$ cat config.mk
export PLATFORM = sky130hd
export DESIGN_NAME = idpr_fifo
export DESIGN_NICKNAME = d
export VERILOG_FILES = /design/src/rtl/idpr_fifo.sv
export SDC_FILE = /design/constraint.sdc
export NUM_CORES = 1
export LEC_CHECK = 0
export BUFFER_PORTS_ARGS = -buffer_cell sky130_fd_sc_hd__buf_2
export CAP_MARGIN = 20
export CORE_ASPECT_RATIO = 0.8
export CORE_UTILIZATION = 35
export CTS_CLUSTER_DIAMETER = 200
export DETAILED_ROUTE_END_ITERATION = 16
export PLACE_DENSITY = 0.58
export SLEW_MARGIN = 20
export SYNTH_ARGS = -nofsm -noshare
export SYNTH_HDL_FRONTEND = slang
export SYNTH_SLANG_ARGS = --single-unit
$ cat constraint.sdc
create_clock -name aclk -period 4.65 [get_ports aclk]
set_input_delay 0.465 -clock aclk [delete_from_list [all_inputs] [get_ports aclk]]
set_output_delay 0.465 -clock aclk [all_outputs]
set_load 0.02 [all_outputs]
$ cat src/rtl/idpr_fifo.sv
module idpr_fifo #(
    parameter int DATA_W = 23,
    parameter int DEPTH  = 4
) (
    input  logic              aclk,
    input  logic              aresetn,
    input  logic              in_valid,
    output logic              in_ready,
    input  logic [DATA_W-1:0] in_data,
    output logic              out_valid,
    input  logic              out_ready,
    output logic [DATA_W-1:0] out_data
);
    localparam int PTR_W = (DEPTH > 1) ? $clog2(DEPTH) : 1;
    localparam int CNT_W = $clog2(DEPTH + 1);

    logic [DATA_W-1:0] mem_reg [DEPTH];
    logic [PTR_W-1:0]  wr_ptr_reg, rd_ptr_reg;
    logic [CNT_W-1:0]  count_reg;
    logic              push, pop;

    assign in_ready  = (count_reg != CNT_W'(DEPTH));
    assign out_valid = (count_reg != '0);
    assign out_data  = mem_reg[rd_ptr_reg];
    assign push      = in_valid && in_ready;
    assign pop       = out_valid && out_ready;

    always_ff @(posedge aclk) begin
        if (!aresetn) begin
            wr_ptr_reg <= '0;
            rd_ptr_reg <= '0;
            count_reg  <= '0;
        end else begin
            if (push) begin
                wr_ptr_reg <= (wr_ptr_reg == PTR_W'(DEPTH - 1)) ? '0 : wr_ptr_reg + 1'b1;
            end
            if (pop) begin
                rd_ptr_reg <= (rd_ptr_reg == PTR_W'(DEPTH - 1)) ? '0 : rd_ptr_reg + 1'b1;
            end
            if (push && !pop) begin
                count_reg <= count_reg + 1'b1;
            end else if (pop && !push) begin
                count_reg <= count_reg - 1'b1;
            end
        end
    end

    always_ff @(posedge aclk) begin
        if (push) begin
            mem_reg[wr_ptr_reg] <= in_data;
        end
    end

    a_count_bound: assert property (@(posedge aclk) disable iff (!aresetn)
        count_reg <= CNT_W'(DEPTH))
        else $error("queue count beyond depth");

    a_push_grows: assert property (@(posedge aclk) disable iff (!aresetn)
        (push && !pop) |=> (count_reg == $past(count_reg) + 1'b1))
        else $error("queue count lost a push");

endmodule

Word level (Yosys, flattened, before mapping)

Memory sizes are Yosys's and may differ from the RTL's. A register that Yosys moved wholly into a read port is not among the register bits.
Cells that the tools add are included.
W data, S select, Z words.

Bits in registers: 7
RAM bits: 92
Input port bits: 27
Output and inout port bits: 25
Logic and storage cells: 27
Memories: 1

Add/subtract/negate cells: 4
Equal/unequal tests: 3
Muxes and demuxes: 8
Reduce and logical (&&, ||, !) cells: 8

Memory list:

| name    | words | width | rd ports | clocked after memory_dff | write ports | RTL line | text |
|---|---|---|---|---|---|---|---|
| mem_reg | 4     | 23    | 1        | 1                        | 1           | 17       | `logic [DATA_W-1:0] mem_reg [DEPTH];` |

Operators with widths:

| kind                  | number |
|---|---|
| $mux W2               | 4 |
| $mux W3               | 2 |
| $add A2 B1 Y2 const B | 2 |
| $eq A2 B2 Y1 const B  | 2 |
| $logic_and A1 B1 Y1   | 4 |
| $add A3 B1 Y3 const B | 1 |
| $ne A3 B3 Y1 const B  | 1 |
| $reduce_bool A3 Y1    | 1 |
| $sub A3 B1 Y3 const B | 1 |
| $logic_not A1 Y1      | 2 |
| $mux W1               | 2 |
| $reduce_bool A2 Y1    | 1 |

Depth between registers and ports, before layout

Depth in word-level cells: 6
Depth in mapped cells: 9
Mapped depth without buffers: 8

Worst setup path before layout

Ideal clock, no wire load.

Kind: register to register
Start point: register count_reg[0]
End point: register count_reg[2]
Setup time: 0.070 ns
Arrival: 2.096 ns
Required time: 4.580 ns
Slack: 2.484 ns
Cell stages (with the launch flop): 8
Buffers on the path: 0
Period minus slack after synthesis: 2.166 ns
Cell sequence: dfxtp_1 o31ai_1 ha_1 inv_1 fa_1 xor2_1 or3_2 a21boi_1

Word-level cells in the longest chain between the ends: 5
Elaborated cells on any way between the ends: 13
Classes of those cells: 2 x add/sub; 1 x eq/ne; 2 x mux; 8 x reduce/logical

Ends and longest elaborated chain:

| what                                                  | RTL line | text |
|---|---|---|
| start, declared                                       | 19       | `logic [CNT_W-1:0] count_reg;` |
| start signal, assigned                                | 41       | `count_reg <= count_reg + 1'b1;` |
| start signal, assigned                                | 43       | `count_reg <= count_reg - 1'b1;` |
| branches (longest 5 deep; another with $sub A3 B1 Y3) | n/a      |  |

Several ways; the timed one is not identified. The select of a mux whose other input is x is not followed.
A chain may end at the register's enable or synchronous reset.

==> summary.txt <==
Logic synthesis
  • Synthesized cell area: 0.00380 sq mm
  • Synth Instances: 171
  • Yosys reg bits: 101
  • Syn_area_per_cell: 22.2 sq um
  • Netlist cell types: 28
  • Post-synthesis sequential area ratio: 77.4%
  • Post-synthesis net count: 205
  • Ys Warns: 0

Pwr
  • Internal power: 1.79 mW
  • PwrDens: 557 mW/mm^2
  • Final Power: 2.51 mW
  • Seq pwr share: 47.5%
  • Switching Fraction: 28.6%
  • VDD IR max: 0.000347 V
  • Psw: 717 uW
  • Comb pwr share: 22.9%
  • Lkg Pwr: 1.53 nW
  • Clock share of power: 29.6%

STA
  • Tcrit/Tclk final: 53.9%
  • Final Hold Vio Count: 0
  • Post-route setup TNS: 0 ns
  • Post-route setup slack: 2.14 ns
  • Worst Hold Margin: 0.337 ns
  • Tightest Pin Transition: 0.860 ns
  • Final Skew: 0.00503 ns
  • Max Fclk: 399 MHz
  • RSZ-0062 raised after global routing: no
  • Tmin final: 2.51 ns
  • Slew headroom: 42.7%
  • Setup violators final: 0
  • Slew Limit Fails: 0

Place
  • Pre-CTS setup slack: 2.20 ns
  • Dpl cell area: 0.00420 sq mm
  • Placed insts: 356
  • Global placement routability congestion: 0.716
  • Port bufs: 51
  • HPWL after DPL: 3810 um

GRT
  • All-layer global routing usage: 12.4%
  • Via count of the first global-routing pass: 1798
  • Grt total ovfl: 0
  • Antenna violations before repair: 1
  • Largest net degree at the start of global routing: 24
  • First-pass GRT wire length: 9800 um

Worst setup path
  • Worst path max stage delay: 0.90 ns
  • Crit-path max FO: 23
  • Setup crit end kind: primary output
  • Data arrival, critical path: 2.04 ns
  • CP Class: reg2out
  • Slowest cell on crit path: dfxtp_2
  • WP data required: 4.18 ns
  • Crit path cell chain: mux4_2, buf_2
  • CP startpoint kind: flop

Layout
  • Fin util: 43.2%
  • Layout Nets: 261
  • Multi-input gate area: 803 sq um
  • Non-filler cells, final: 373
  • Max FFs per register: 92
  • Storage element area: 0.00294 sq mm
  • Most frequent cells in the layout: edfxtp_1 (92), buf_2 (51), mux4_2 (23)
  • Area growth syn-to-layout: 18.4%
  • Fraction of layout cells with a size suffix above 1: 42.2%
  • Filler cell count: 934
  • Final Instance Area: 0.00450 sq mm
  • Most common cell after layout, fill and taps aside: edfxtp_1

Die
  • # rows: 33
  • Num ports: 52
  • Initial Util: 36.5%
  • Area of the core: 0.0104 sq mm
  • DIE AREA: 0.0113 sq mm
  • Die X: 118 um
  • Die height: 95.2 um

Drt
  • Iter 0 DRT Violations: 123
  • Via/cell ratio: 4.68
  • Number of iterations in the first detailed-routing pass: 4
  • ANT nets after route: 0
  • Detailed-route wire length per cell: 16.9 um
  • Vias: 1747
  • DRT Wirelength: 6290 um
  • DRC errors left: 0

CTS
  • Num CTS Buffers: 9
  • CTS H-tree lvls: 3
  • Clk Latency, worst-skew pair: 0.34 ns
  • Clk slew on worst S/H paths: 0.07 ns
  • Post_cts resized: 0
  • CTS Buffer Depth: 2
  • Clk sinks: 101
  • Hold_buf cts: 0
  • CTS tree: done
  • CTS root buf: clkbuf_16
  • Setup Buffers After CTS: 0

Outcome
  • Status: completed

Worst hold path
  • Hold Path Class: in2reg

Run
  • Max-cap violations: 0
-- cell type report --
class	instances	share of cell area, %
sequential	101	65.4
multi-input combinational	60	17.9
timing repair buffer	52	5.84
clock buffer	10	5.09
tap	140	3.89
clock inverter	6	1.59
inverter	3	0.250
antenna	1	0.0556
-- worst paths after layout --
check / cells past startpoint / slack, ns / endpoint / from
setup reg to reg: 7 / 2.20 / count_reg[2]$_SDFFE_PN0P_ / count_reg[0]$_SDFFE_PN0P_
setup / recovery: 2 / 2.14 / out_data[14] / flop
hold reg to reg: 2 / 0.51 / wr_ptr_reg[0]$_SDFFE_PN0P_ / wr_ptr_reg[0]$_SDFFE_PN0P_
hold / removal: 1 / 0.34 / mem_reg[0][8]$_DFFE_PP_ / in_data[8]
-- critical path, delay by kind of cell, from the launching register on --
| family | cells | cell delay (ns) |
|---|---|---|
| DFF | 1 | 0.90 |
| muxes | 1 | 0.62 |
| buffers and inverters | 1 | 0.18 |
-- synthesized netlist by cell type, drive strengths merged --
cell type | number | area [sq um]
o21ai | 4 | 20.0
ha | 6 | 75.1
a21boi | 1 | 7.51
or3 | 2 | 15.0
fa | 1 | 20.0
dfxtp | 9 | 180
and2 | 2 | 15.0
mux2i | 2 | 20.0
edfxtp | 92 | 2760
nand4 | 1 | 6.26
nand2 | 5 | 18.8
nand3 | 2 | 10.0
and3 | 4 | 30.0
xor2 | 1 | 8.76
xnor2 | 1 | 8.76
buf | 6 | 38.8
clkbuf | 1 | 3.75
o31ai | 1 | 7.51
mux4 | 23 | 518
inv | 3 | 11.3
nor2 | 2 | 7.51
nor2b | 1 | 6.26
or3b | 1 | 8.76
-- cells by family (layout without fill, tap and decap cells) --
| family | after synthesis | in the layout | share of synthesized area (%) |
|---|---|---|---|
| flip-flops | 101 | 101 | 77.4 |
| multiplexers | 25 | 25 | 14.2 |
| AND/OR/NAND/NOR | 20 | 20 | 3.10 |
| buffers and inverters | 10 | 71 | 1.42 |
| adder cells (fa/ha/maj) | 7 | 7 | 2.50 |
| AO/OA/AOI/OAI | 6 | 6 | 0.922 |
| XOR/XNOR | 2 | 2 | 0.461 |
| other | 0 | 1 | 0 |
-- layer usage --
layer | track usage, % | vias to the layer above | share of wire, %
met5 | 0 | - | 0.16
met4 | 4.11 | 2 | 0.92
met3 | 6.46 | 9 | 6.6
met2 | 20.1 | 40 | 48
met1 | 14.2 | 886 | 45
li1 | - | 810 | -
-- power by group through the flow --
stage	Combinational (mW)	Sequential, mW	Clock, mW
floorplan	0.467	1.15	0
global placement	0.579	1.21	0
detailed placement	0.583	1.22	0
CTS	0.586	1.20	0.761
global route	0.628	1.21	0.796
finish	0.575	1.19	0.743
Note: power is estimated with default switching activity, not from simulation.
