<file path="config.mk">
export PLATFORM = sky130hd
export DESIGN_NAME = idpr_back
export DESIGN_NICKNAME = d
export VERILOG_FILES = /design/src/rtl/idpr_pkg.sv /design/src/rtl/idpr_back.sv
export SDC_FILE = /design/constraint.sdc
export NUM_CORES = 1
export LEC_CHECK = 0
export BUFFER_PORTS_ARGS = -buffer_cell sky130_fd_sc_hd__buf_2
export CAP_MARGIN = 10
export CORE_UTILIZATION = 65
export DETAILED_ROUTE_END_ITERATION = 10
export GPL_TIMING_DRIVEN = 0
export PLACE_DENSITY = 0.87
export SYNTH_ARGS = -nofsm -noshare
export SYNTH_HDL_FRONTEND = slang
export SYNTH_SLANG_ARGS = --single-unit
</file>
<file path="constraint.sdc">
create_clock -name aclk -period 7.6 [get_ports aclk]
set_clock_uncertainty 0.2 [all_clocks]
set_input_delay 1.52 -clock aclk [delete_from_list [all_inputs] [get_ports aclk]]
set_output_delay 1.52 -clock aclk [all_outputs]
set_load 0.005 [all_outputs]
</file>
<file path="src/rtl/idpr_pkg.sv">
package idpr_pkg;

    localparam int BYTE_W      = 8;
    localparam int WORD_W      = 64;
    localparam int NUM_WORDS   = 4;
    localparam int MAX_LANES   = 32;
    localparam int GROUP_LANES = 8;
    localparam int PROD_W      = 2 * BYTE_W;
    localparam int ACC_W       = 32;
    localparam int RQ_SHIFT    = 6;
    localparam int RQ_ROUND    = 32;
    localparam int OUT_MAX     = 127;
    localparam int OUT_MIN     = -128;
    localparam int QUEUE_DEPTH = 4;

    // activation words then weight words
    localparam int S_TDATA_W   = 2 * NUM_WORDS * WORD_W;
    localparam int M_TDATA_W   = BYTE_W;

    typedef struct packed {
        logic last;
        logic relu;
    } idpr_flags_t;

endpackage

</file>
<file path="src/rtl/idpr_back.sv">
module idpr_back #(
    parameter int DOT_W = 21
) (
    input  logic                             aclk,
    input  logic                             aresetn,
    input  logic                             q_valid,
    output logic                             q_ready,
    input  logic signed [DOT_W-1:0]          q_dot,
    input  idpr_pkg::idpr_flags_t            q_flags,
    output logic                             m_tvalid,
    input  logic                             m_tready,
    output logic [idpr_pkg::M_TDATA_W-1:0]   m_tdata
);
    import idpr_pkg::*;

    localparam int RND_W = ACC_W + 1;
    localparam logic signed [RND_W-1:0] RND_ADD = RND_W'(RQ_ROUND);
    localparam logic signed [RND_W-1:0] RND_MAX = RND_W'(OUT_MAX);
    localparam logic signed [RND_W-1:0] RND_MIN = RND_W'(OUT_MIN);

    logic [ACC_W-1:0]        acc_reg;
    logic [ACC_W-1:0]        total;
    logic                    r1_v_reg;
    logic [ACC_W-1:0]        r1_total_reg;
    logic                    r1_relu_reg;
    logic                    m_tvalid_reg;
    logic [M_TDATA_W-1:0]    m_tdata_reg;
    logic [M_TDATA_W-1:0]    m_tdata_next;
    logic signed [RND_W-1:0] rounded;
    logic signed [RND_W-1:0] scaled;
    logic                    out_adv, r1_adv, pop;

    assign out_adv = !m_tvalid_reg || m_tready;
    assign r1_adv  = !r1_v_reg || out_adv;
    // a closing entry waits for room in the requant stage; others go straight in
    assign q_ready = !q_flags.last || r1_adv;
    assign pop     = q_valid && q_ready;

    assign total = acc_reg + ACC_W'(q_dot);

    always_comb begin
        rounded = $signed({r1_total_reg[ACC_W-1], r1_total_reg}) + RND_ADD;
        scaled  = rounded >>> RQ_SHIFT;
        if (r1_relu_reg) begin
            if (scaled <= 0) begin
                m_tdata_next = '0;
            end else if (scaled > RND_MAX) begin
                m_tdata_next = M_TDATA_W'(OUT_MAX);
            end else begin
                m_tdata_next = scaled[M_TDATA_W-1:0];
            end
        end else begin
            if (scaled > RND_MAX) begin
                m_tdata_next = M_TDATA_W'(OUT_MAX);
            end else if (scaled < RND_MIN) begin
                m_tdata_next = M_TDATA_W'(OUT_MIN);
            end else begin
                m_tdata_next = scaled[M_TDATA_W-1:0];
            end
        end
    end

    always_ff @(posedge aclk) begin
        if (!aresetn) begin
            acc_reg      <= '0;
            r1_v_reg     <= 1'b0;
            m_tvalid_reg <= 1'b0;
        end else begin
            if (pop) begin
                acc_reg <= q_flags.last ? '0 : total;
            end
            if (r1_adv) begin
                r1_v_reg <= pop && q_flags.last;
            end
            if (out_adv) begin
                m_tvalid_reg <= r1_v_reg;
            end
        end
    end

    always_ff @(posedge aclk) begin
        if (r1_adv && pop && q_flags.last) begin
            r1_total_reg <= total;
            r1_relu_reg  <= q_flags.relu;
        end
        if (out_adv && r1_v_reg) begin
            m_tdata_reg <= m_tdata_next;
        end
    end

    assign m_tvalid = m_tvalid_reg;
    assign m_tdata  = m_tdata_reg;

    a_clear_on_last: assert property (@(posedge aclk) disable iff (!aresetn)
        (pop && q_flags.last) |=> (acc_reg == '0))
        else $error("accumulator not cleared after closing chunk");

    a_requant_holds: assert property (@(posedge aclk) disable iff (!aresetn)
        (r1_v_reg && !out_adv) |=> (r1_v_reg && $stable(r1_total_reg)))
        else $error("requant stage dropped a pending total");

endmodule

</file>
# Word level (Yosys, flattened, before mapping)
# Cells that the tools add are included.
[word_totals]
out_inout_bits = 10
wordCells = 28
inputBits = 27
ff_bits = 75
[op_classes]
add_sub_neg = 2
order_cmp = 3
n_mux = 6
reduce_logical = 11
[op_table]
columns = ["cell", "count"]
rows = [
  ["$mux 8", 5],
  ["$add 32x7->33 const B", 1],
  ["$add 32x32->32", 1],
  ["$mux 32", 1],
  ["$gt 27x8->1 const B", 1],
  ["$le 27x1->1 const B", 1],
  ["$lt 27x8->1 const B", 1],
  ["$logic_and 1x1->1", 5],
  ["$logic_not 1->1", 3],
  ["$logic_or 1x1->1", 3],
]

# Depth between registers and ports, before layout
# Gate-level depths: netlist of run 1.
[logic_depth]
depth_word = 7
depth_mapped = 10
depth_no_buf = 10

# Worst setup path after synthesis of run 1
# No wires, ideal clock.
[synth_timing]
path_type = "input port to flip-flop"
from = "input port q_dot[6]"
to = "register acc_reg[31]"
path_slack_ps = 3504
n_path_buf = 1
stages = 10
required_time_ps = 7278
arrival_ps = 3774
setup_ps = 122
cell_sequence = "ha_1 buf_2 a2111oi_0 o21a_1 nor3b_1 a311o_1 a21boi_1 o41ai_1 mux2i_1 a311o_1"
[synth_between]
elab_chain_cells = 2
[synth_rtl]
columns = ["element", "line", "source"]
rows = [
  ["start, declared", "idpr_back.sv:8", "input logic signed [DOT_W-1:0] q_dot,"],
  ["$add 32x32->32", "idpr_back.sv:39", "assign total = acc_reg + ACC_W'(q_dot);"],
  ["$mux 32", "idpr_back.sv:70", "acc_reg <= q_flags.last ? '0 : total;"],
  ["end signal, assigned", "idpr_back.sv:70", ""],
  ["end, declared", "idpr_back.sv:21", "logic [ACC_W-1:0] acc_reg;"],
]
# Every way passes these cells.
# A chain may end at the register's enable or synchronous reset.

# Final worst setup path of run 1
[layout_timing]
from = "input port q_dot[6]"
to = "register acc_reg[27]"
[layout_between]
elab_chain_cells = 2
[layout_rtl]
columns = ["element", "line", "source"]
rows = [
  ["$add 32x32->32", "idpr_back.sv:39", ""],
  ["via total[27]", "idpr_back.sv:22", "logic [ACC_W-1:0] total;"],
  ["$mux 32", "idpr_back.sv:70", ""],
]
# The timed path passes the listed nets, and every way through them passes these cells.

==> results of run 1 <==
## routing by layer
layer / vias to the layer above / GRT usage, %
met3: 16 / 6.56
met2: 176 / 53.4
met5: - / 0
met1: 2112 / 42.1
li1: 2109 / -
met4: 0 / 9.96
## tightest hold or removal path, cell delays in order, from the launching register on
cell and delay, ns:
dfxtp_1 0.32, nand2_1 0.05, a21boi_0 0.06
## per-stage QoR
stage	hold WS, ns	std cells
global route	0.321	678
CTS	0.279	678
floorplan	0.245	527
global placement	0.253	661
detailed placement	0.268	662
finish	0.278	678
## power by group through the flow
stage | logic, mW | registers (mW) | clock network [mW]
floorplan | 0.157 | 0.450 | 0
global placement | 0.201 | 0.453 | 0
detailed placement | 0.209 | 0.454 | 0
CTS | 0.212 | 0.446 | 0.391
global route | 0.237 | 0.449 | 0.413
finish | 0.216 | 0.446 | 0.390
## cells in the final DEF, fill, tap and decap left out, types with 6 or more instances in the layout
cell type   n
a21o_1     20
a21oi_1    38
a22oi_1    19
a32o_1      7
buf_2      37
clkbuf_1   18
clkbuf_8    9
dfxtp_1    34
edfxtp_1   36
ha_1       32
inv_1      11
nand2_1    38
nand3_1    19
nand3b_1    6
nand4_1    17
nor2_1     24
nor2b_1    21
nor3_1      9
o211ai_1    6
o21a_1      7
o21ai_0    13
xnor2_1    23
xor2_1     25
## layout make-up
class | instances | share of cell area (%)
plain buffers | 21 | 1.47
clock buffers | 9 | 2.25
clock inverters | 7 | 2.31
inverters | 11 | 0.749
multi-input cells | 425 | 55.6
flip-flops and latches | 70 | 31.9
well taps | 99 | 2.25
repair buffers | 36 | 3.45
## path summary, 6_finish.rpt
kind	end	start	cells past startpoint	slack, ns
setup / recovery	acc_reg[27]	q_dot[6]	11	3.33
hold / removal	acc_reg[0]	acc_reg[0]	2	0.28
setup reg to reg	m_tdata[0]	r1_total_reg[7]	8	4.26
hold reg to reg	acc_reg[0]	acc_reg[0]	2	0.28
## cells by family after synthesis
logic type,Yosys count,synth area share (%)
AO/OA/AOI/OAI,162,23.7
XOR/XNOR,48,8.50
adder cells (fa/ha/maj),33,8.50
buffers and inverters,32,2.48
flip-flops,70,35.6
multiplexers,2,0.405
AND/OR/NAND/NOR,180,20.8
## Yosys cell counts (7+ instances only)
cell type	count	area share [%]
a22oi_1	19	2.9
ha_1	32	8.1
nand4_1	17	2.2
o21ai_0	13	1.3
a21o_1	20	3.0
clkbuf_1	18	1.4
nor3_1	9	0.91
a21oi_1	39	3.9
edfxtp_1	36	22
nor2b_1	21	2.7
dfxtp_1	34	14
nor2_1	24	1.8
xnor2_1	23	4.1
xor2_1	25	4.4
o21a_1	7	1.1
a32o_1	7	1.4
nand2_1	38	2.9
inv_1	11	0.83
nand3_1	19	1.9
==> out/metrics.yaml, run 1 <==
place:
  numPortBuffers: 35
  routabilityCongestion: 1.06
  dpl_worst_slack_ns: 3.01
  dp_hpwl_mm: 8.79
  placed_area_mm2: 0.00526
worst_hold_path:
  hp-class: "reg2reg"
pwr:
  combPwrFrac_pct: 20.6
  p_sw_share_pct: 30.1
  p_per_area_mw_per_mm2: 191
  power.leakage_nw: 2.18
  p_seq_share_pct: 42.4
  clockPowerShare_pct: 37.0
  peakVddDrop_v: 0.000123
  p_sw_mw: 0.317
  fin_total_pwr_mw: 1.05
  intPower_mw: 0.736
clock_tree:
  htreeDepth: 3
  clock_latency_ns: 0.36
  path_clk_slew_ns: 0.08
  cts_tree: "yes"
  clockRootBuffer: "clkbuf_8"
  clockBufferDepth: 2
  ctsHoldBuffers: 0
  cts_made_buffers: 9
  clkSinkCount: 70
  post_cts_resized: 0
  post_cts_buffers: 0
grt:
  grt_pass1_wl_mm: 19.4
  gr-total-overflow: 0
  gr-usage-all-layers_pct: 32.1
  grt_max_degree: 17
  first_global_vias: 4061
  antenna_found_initial: 0
route:
  route.met2.wl_mm: 5.79
  drc: 0
  routed.top_layer: "met4"
  detail-route-antenna-nets: 0
  drtPass1Iterations: 5
  routedWlPerCell_um: 17.7
  wl_met3_um: 785
  via_per_inst: 6.51
  wirelength_mm: 12.0
  wl_met1_mm: 5.22
  first_iter_violations: 306
  vias: 4413
die:
  die_y_um: 89.2
  rows: 31
  core_region_area_mm2: 0.00729
  die_area_mm2: 0.00796
  start_util_pct: 67.8
  die_w_um: 89.2
  ioPinCount: 37
synthesis:
  synth_seq_cells: 70
  syn_avg_cell_area_um2: 9.39
  yosysWarningCount: 0
  synth_cells: 527
  synth-edff-count: 36
  ys.flop_type: "edfxtp_1"
  netlist_area_mm2: 0.00495
  yosysSeqAreaShare_pct: 35.6
  async_flop_share_pct: 0
  synthDistinctLibCells: 68
  synth_nets: 587
worst_setup_path:
  path_class: "in2reg"
  path_cells: "buf_2 > ha_1 > buf_2 > a2111oi_0 > o21a_1 > nor3b_1 > a311o_1 > a21boi_1 > o221ai_1 > xor2_1 > a32o_1"
  cp.required_ns: 7.65
  path_delay_family: "compound AO/OA/AOI/OAI gates"
  critical_path.max_stage_delay_ns: 0.45
  critical_path_peak_fanout: 7
  arrival_ns: 4.32
  crit_path_start_kind: "input pin"
  worst_path_max_delay_cell: "a2111oi_0"
  cp-end-kind: "flip-flop"
  worst-path-buf-inv: 2
  cpMostUsedCell: "buf_2"
timing:
  final_hold_viol_count: 0
  worstMarginPinSlew_ns: 0.823
  drv_slew: 0
  finalCritPeriodShare_pct: 56.2
  tns_ns: 0
  fin_ws_ns: 3.33
  setup_viol: 0
  rsz0062_at_grt: "no"
  relSlewSlack_pct: 45.0
  max_freq_mhz: 234
  period_needed_ns: 4.27
cells_and_area:
  largest_reg_flops: 32
  syn_to_final_growth_pct: 11.5
  seq_area_mm2: 0.00176
  nFillCells: 541
  final_net_count: 634
  antenna_cells: 0
  fin_area_mm2: 0.00552
  post-route-util_pct: 75.6
  drive_above_1_share_pct: 12.3
  multi_input_area_mm2: 0.00307
run_status:
  status: "finished, final reports clean"
job:
  drv_cap: 0
Power figures use the tool's default switching activity.
==> run 2: changes to the inputs <==
--- a/config.mk
+++ b/config.mk
@@ -7,10 +7,10 @@
 export LEC_CHECK = 0
 export BUFFER_PORTS_ARGS = -buffer_cell sky130_fd_sc_hd__buf_2
 export CAP_MARGIN = 10
-export CORE_UTILIZATION = 65
+export CORE_UTILIZATION = 55
 export DETAILED_ROUTE_END_ITERATION = 10
 export GPL_TIMING_DRIVEN = 0
-export PLACE_DENSITY = 0.87
+export PLACE_DENSITY = 0.79
 export SYNTH_ARGS = -nofsm -noshare
 export SYNTH_HDL_FRONTEND = slang
 export SYNTH_SLANG_ARGS = --single-unit
==> constraint.sdc (replaced) <==
create_clock -name aclk -period 3.57 [get_ports aclk]
set_clock_uncertainty 0.2 [all_clocks]
set_input_delay 0.714 -clock aclk [delete_from_list [all_inputs] [get_ports aclk]]
set_output_delay 0.714 -clock aclk [all_outputs]
set_load 0.005 [all_outputs]
==> out/metrics.yaml, run 2 (same netlist as run 1, synthesis figures left out) <==
timing:
  relSlewSlack_pct: 41.6  # -3.5 points
  max_freq_mhz: 301
  period_needed_ns: 3.32
  worstMarginPinSlew_ns: 0.875  # +0.0522 ns
  finalCritPeriodShare_pct: 93.0
  setup_viol: 0  # unchanged
  fin_ws_ns: 0.249  # -3.08 ns
  rsz0062_at_grt: "no"
  drv_slew: 0  # unchanged
  tns_ns: 0  # unchanged
  hold-worst-slack_ns: 0.278  # +0.000454 ns
  final_hold_viol_count: 0  # unchanged
route:
  routedWlPerCell_um: 17.0  # -3.6%
  wirelength_mm: 11.7  # -2.3%
  detail-route-antenna-nets: 0  # unchanged
  first_iter_violations: 207  # -32%
  vias: 4304  # -2.5%
  drc: 0  # unchanged
  drtPass1Iterations: 5  # unchanged
  via_per_inst: 6.26  # -3.7%
pwr:
  combPwrFrac_pct: 21.2  # +0.6 points
  p_seq_share_pct: 44.0  # +1.6 points
  p_sw_mw: 0.663  # +110%
  p_sw_share_pct: 30.8  # +0.66 points
  clockPowerShare_pct: 34.8  # -2.2 points
  p_per_area_mw_per_mm2: 391  # +110%
  power.leakage_nw: 2.16  # -0.62%
  intPower_mw: 1.49  # +100%
  peakVddDrop_v: 0.000233  # +90%
clock_tree:
  clkSinkCount: 70  # unchanged
  path_clk_slew_ns: 0.08  # about the same
  clockBufferDepth: 2  # unchanged
  htreeDepth: 3  # unchanged
  cts_tree: "yes"
  post_cts_buffers: 0  # unchanged
  cts_made_buffers: 9  # unchanged
  clockRootBuffer: "clkbuf_8"
  clock_latency_ns: 0.37  # about the same
worst_setup_path:
  cp.required_ns: 3.46  # -4.19 ns
  reg2reg_slack_ns: 0.25  # -4.01 ns
  path_class: "reg2reg"
  r2r_end: "m_tdata[6]"
  crit_path_start_kind: "flip-flop"
  cp-end-kind: "flip-flop"
  r2r_cells: 9  # +1
  rr_startpoint: "r1_total_reg[5]"
  crit_end: "m_tdata[6]"
  cp-startpoint: "r1_total_reg[5]"
  arrival_ns: 3.21  # -1.11 ns
  critical_path_peak_fanout: 8  # +1
grt:
  met3_usage_pct: 4.48  # -2.1 points
  grt_max_degree: 17  # unchanged
  met2_usage_pct: 43.1  # -10 points
  grt_pass1_wl_mm: 19.6  # +1.1%
  gr-usage-all-layers_pct: 25.9  # -6.1 points
  gr-max-usage-layer: "met2"
  antenna_found_initial: 0  # unchanged
  gr-total-overflow: 0  # unchanged
  first_global_vias: 4125  # +1.6%
  grt_util_met1_pct: 33.6  # -8.4 points
place:
  routabilityCongestion: 0.903  # -14%
  numPortBuffers: 35  # unchanged
  place_inst: 671  # +1.4%
  dpl_worst_slack_ns: -0.248  # -3.26 ns
  dp_hpwl_mm: 9.07  # +3.2%
die:
  ioPinCount: 37  # unchanged
  core_region_area_mm2: 0.00872  # +20%
  die_w_um: 96.8  # +8.5%
  rows: 34  # +9.7%
  die_area_mm2: 0.00938  # +18%
  start_util_pct: 56.7  # -11 points
  die_y_um: 96.8  # +8.5%
worst_hold_path:
  hp-class: "reg2reg"
cells_and_area:
  largest_reg_flops: 32  # unchanged
  final_net_count: 634  # unchanged
  syn_to_final_growth_pct: 11.5  # about the same
  instances_no_fill: 687  # +1.3%
  final_cell_mix: "38 x nand2_1, 38 x a21oi_1, 37 x buf_2, 36 x edfxtp_1, 34 x dfxtp_1"
  nFillCells: 714  # +32%
  antenna_cells: 0  # unchanged
  drive_above_1_share_pct: 12.6  # +0.35 points
run_status:
  status: "finished, final reports clean"
job:
  drv_cap: 0  # unchanged
## run 2: power groups by stage
stage / Clock [mW] / Combinational [mW] / Sequential [mW]
after floorplan: 0 / 0.333 / 0.957
after global placement: 0 / 0.434 / 0.964
after detailed placement: 0 / 0.447 / 0.967
after CTS: 0.762 / 0.449 / 0.949
after global routing: 0.797 / 0.506 / 0.956
final: 0.750 / 0.458 / 0.949
## run 2: routing by layer
| metal | vias to the layer above | wire length [um] |
|---|---|---|
| met5 | - | 0 |
| met1 | 2030 | 5300 |
| met2 | 133 | 5580 |
| met4 | 0 | 280 |
| met3 | 27 | 542 |
| li1 | 2114 | - |
## run 2: final cells by class
type	instances	area (um2)	area share [%]
multi-input combinational	425	3070	55.8
sequential	70	1760	32.0
timing repair buffer	36	190	3.45
tap	108	135	2.45
clock buffer	9	124	2.25
clock inverter	7	105	1.91
buffer	21	81.3	1.48
inverter	11	41.3	0.749
## run 2: how the worst min path moves through the flow
stage / start / endpoint / slack (ns) / depth (start not counted)
after floorplan: acc_reg[0] / acc_reg[0] / 0.24 / 2
after global placement: acc_reg[0] / acc_reg[0] / 0.25 / 2
after detailed placement: acc_reg[0] / acc_reg[0] / 0.27 / 2
after CTS: acc_reg[0] / acc_reg[0] / 0.28 / 2
after global routing: acc_reg[0] / acc_reg[0] / 0.29 / 2
final: acc_reg[0] / acc_reg[0] / 0.28 / 2
## run 2: per-stage QoR
step	power, mW	utilization (%)	cell area [um2]
after floorplan	1.29	-	4950
after global placement	1.40	60.3	5260
after CTS	2.16	63.1	5500
after detailed placement	1.41	60.5	5280
final	2.16	63.2	5510
after global routing	2.26	63.2	5510
## run 2: what timing repair did
item | CTS | global route
endpoints found under the setup margin | 0 | 5
resized for setup | 0 | 2
hold buffers | 0 | 0
## run 2: critical path, stage by stage, from the launching register on
cell and delay [ns]:
edfxtp_1 0.38, ha_1 0.23, nand2_1 0.14, nor2_2 0.37, nand3_1 0.15, xor2_1 0.29
nand4_1 0.13, or4b_1 0.54, o41ai_4 0.52, a21oi_1 0.10
==> run 3: changes to the inputs <==
--- a/config.mk
+++ b/config.mk
@@ -10,7 +10,7 @@
 export CORE_UTILIZATION = 55
 export DETAILED_ROUTE_END_ITERATION = 10
 export GPL_TIMING_DRIVEN = 0
-export PLACE_DENSITY = 0.79
+export PLACE_DENSITY = 0.86
 export SYNTH_ARGS = -nofsm -noshare
 export SYNTH_HDL_FRONTEND = slang
 export SYNTH_SLANG_ARGS = --single-unit
==> out/metrics.yaml, run 3 (same netlist as run 1, synthesis figures left out) <==
clock_tree:
  cts_made_buffers: 9  # unchanged
  cts_tree: "yes"
  clkSinkCount: 70  # unchanged
  post_cts_buffers: 0  # unchanged
  path_clk_slew_ns: 0.08  # about the same
  clock_latency_ns: 0.36  # about the same
  clockBufferDepth: 2  # unchanged
  ctsHoldBuffers: 0  # unchanged
  post_cts_resized: 0  # unchanged
  clockRootBuffer: "clkbuf_8"
  htreeDepth: 3  # unchanged
die:
  ioPinCount: 37  # unchanged
  core_region_area_mm2: 0.00872  # unchanged
  die_w_um: 96.8  # unchanged
  start_util_pct: 56.7  # unchanged
  rows: 34  # unchanged
  die_area_mm2: 0.00938  # unchanged
  die_y_um: 96.8  # unchanged
pwr:
  intPower_mw: 1.49  # about the same
  p_seq_share_pct: 44.0  # about the same
  combPwrFrac_pct: 21.3  # about the same
  peakVddDrop_v: 0.000207  # -11%
  p_per_area_mw_per_mm2: 393  # +0.34%
  clockPowerShare_pct: 34.8  # about the same
  p_sw_share_pct: 31.0  # +0.21 points
  p_sw_mw: 0.670  # +0.98%
  power.leakage_nw: 2.16  # about the same
cells_and_area:
  nFillCells: 712  # -0.28%
  antenna_cells: 0  # unchanged
  final_cell_mix: "38 x nand2_1, 38 x a21oi_1, 37 x buf_2, 36 x edfxtp_1, 34 x dfxtp_1"
  largest_reg_flops: 32  # unchanged
  post-route-util_pct: 63.2  # about the same
  final_net_count: 634  # unchanged
  syn_to_final_growth_pct: 11.4  # about the same
  drive_above_1_share_pct: 12.6  # unchanged
grt:
  first_global_vias: 4331  # +5.0%
  grt_pass1_wl_mm: 20.1  # +2.4%
  gr-usage-all-layers_pct: 26.4  # +0.49 points
  gr-total-overflow: 0  # unchanged
  grt_max_degree: 17  # unchanged
  antenna_found_initial: 0  # unchanged
timing:
  rsz0062_at_grt: "no"
  period_needed_ns: 3.42  # +0.0940 ns
  setup_viol: 0  # unchanged
  final_hold_viol_count: 0  # unchanged
  hold-worst-slack_ns: 0.275  # -0.00331 ns
  max_freq_mhz: 293  # -2.8%
  tns_ns: 0  # unchanged
  worstMarginPinSlew_ns: 0.823  # -0.0524 ns
  finalCritPeriodShare_pct: 95.7  # +2.6 points
  relSlewSlack_pct: 45.0  # +3.5 points
  drv_slew: 0  # unchanged
worst_setup_path:
  arrival_ns: 3.30  # +0.09 ns
  r2r_cells: 8  # -1
  cp.required_ns: 3.45  # about the same
  reg2reg_slack_ns: 0.15  # -0.09 ns
  critical_path.max_stage_delay_ns: 0.54  # about the same
  path_class: "reg2reg"
  path_cells: "nand4_2 > nor4_4 > nand2_1 > xor2_1 > nand4_1 > or4b_1 > o41ai_4 > a21oi_1"
  cp-end-kind: "flip-flop"
  crit_path_start_kind: "flip-flop"
  worst_path_max_delay_cell: "or4b_1"
  critical_path_peak_fanout: 7  # -1
route:
  via_per_inst: 6.43  # +2.7%
  first_iter_violations: 252  # +22%
  drtPass1Iterations: 5  # unchanged
  vias: 4420  # +2.7%
  drc: 0  # unchanged
  routedWlPerCell_um: 17.6  # +3.4%
  wirelength_mm: 12.1  # +3.4%
  detail-route-antenna-nets: 0  # unchanged
place:
  numPortBuffers: 35  # unchanged
  routabilityCongestion: 0.950  # +5.2%
  dp_hpwl_mm: 9.37  # +3.3%
worst_hold_path:
  hp-class: "reg2reg"
  holdPathStages: 2  # unchanged
job:
  drv_cap: 0  # unchanged
run_status:
  status: "finished, final reports clean"
[run 3: cell counts in the layout (fill, tap and decap cells not counted)]
Identical to the previous run, type by type.
[run 3: worst max-delay path: cells and delay by family (launching register included)]
family / cells / cell delay, ns
simple gates: 5 / 1.53
xor+xnor: 1 / 0.30
compound gates: 2 / 0.62
flops: 1 / 0.50
[run 3: final cells by class]
class                   count  area, um2  area share [%]
clock buffers               9        124            2.25
repair buffers             36        190            3.45
inverters                  11       41.3           0.749
clock inverters             7        105            1.91
flip-flops and latches     70       1760            32.0
plain buffers              21       81.3            1.48
well taps                 108        135            2.45
multi-input cells         425       3070            55.7
[run 3: per-stage QoR]
step | total power [mW] | instance area [um2] | setup WS [ns] | cells
after floorplan | 1.29 | 4950 | 0.280 | 527
after global placement | 1.39 | 5260 | -0.187 | 670
after detailed placement | 1.42 | 5280 | -0.208 | 671
after CTS | 2.16 | 5500 | 0.164 | 687
after global routing | 2.25 | 5510 | 0.00131 | 687
final | 2.16 | 5510 | 0.155 | 687
[run 3: final timing paths]
kind	startpoint	to
min reg2reg	acc_reg[29]	acc_reg[29]
max reg2reg	r1_total_reg[14]	m_tdata[3]
max	r1_total_reg[14]	m_tdata[3]
min	acc_reg[29]	acc_reg[29]
[run 3: metal layers]
metal	vias up	wire length, um	global-route usage, %
met4	0	276	11.3
met5	-	0	0
met2	163	5990	45.4
li1	2117	-	-
met1	2109	5160	32.6
met3	31	674	4.55
[run 3: power by group through the flow]
stage / registers, mW / clock network [mW] / logic [mW]
2_1_floorplan: 0.957 / 0 / 0.333
3_3_place_gp: 0.964 / 0 / 0.430
3_5_place_dp: 0.967 / 0 / 0.449
4_1_cts: 0.949 / 0.755 / 0.452
5_1_grt: 0.956 / 0.790 / 0.505
6_report: 0.951 / 0.752 / 0.460
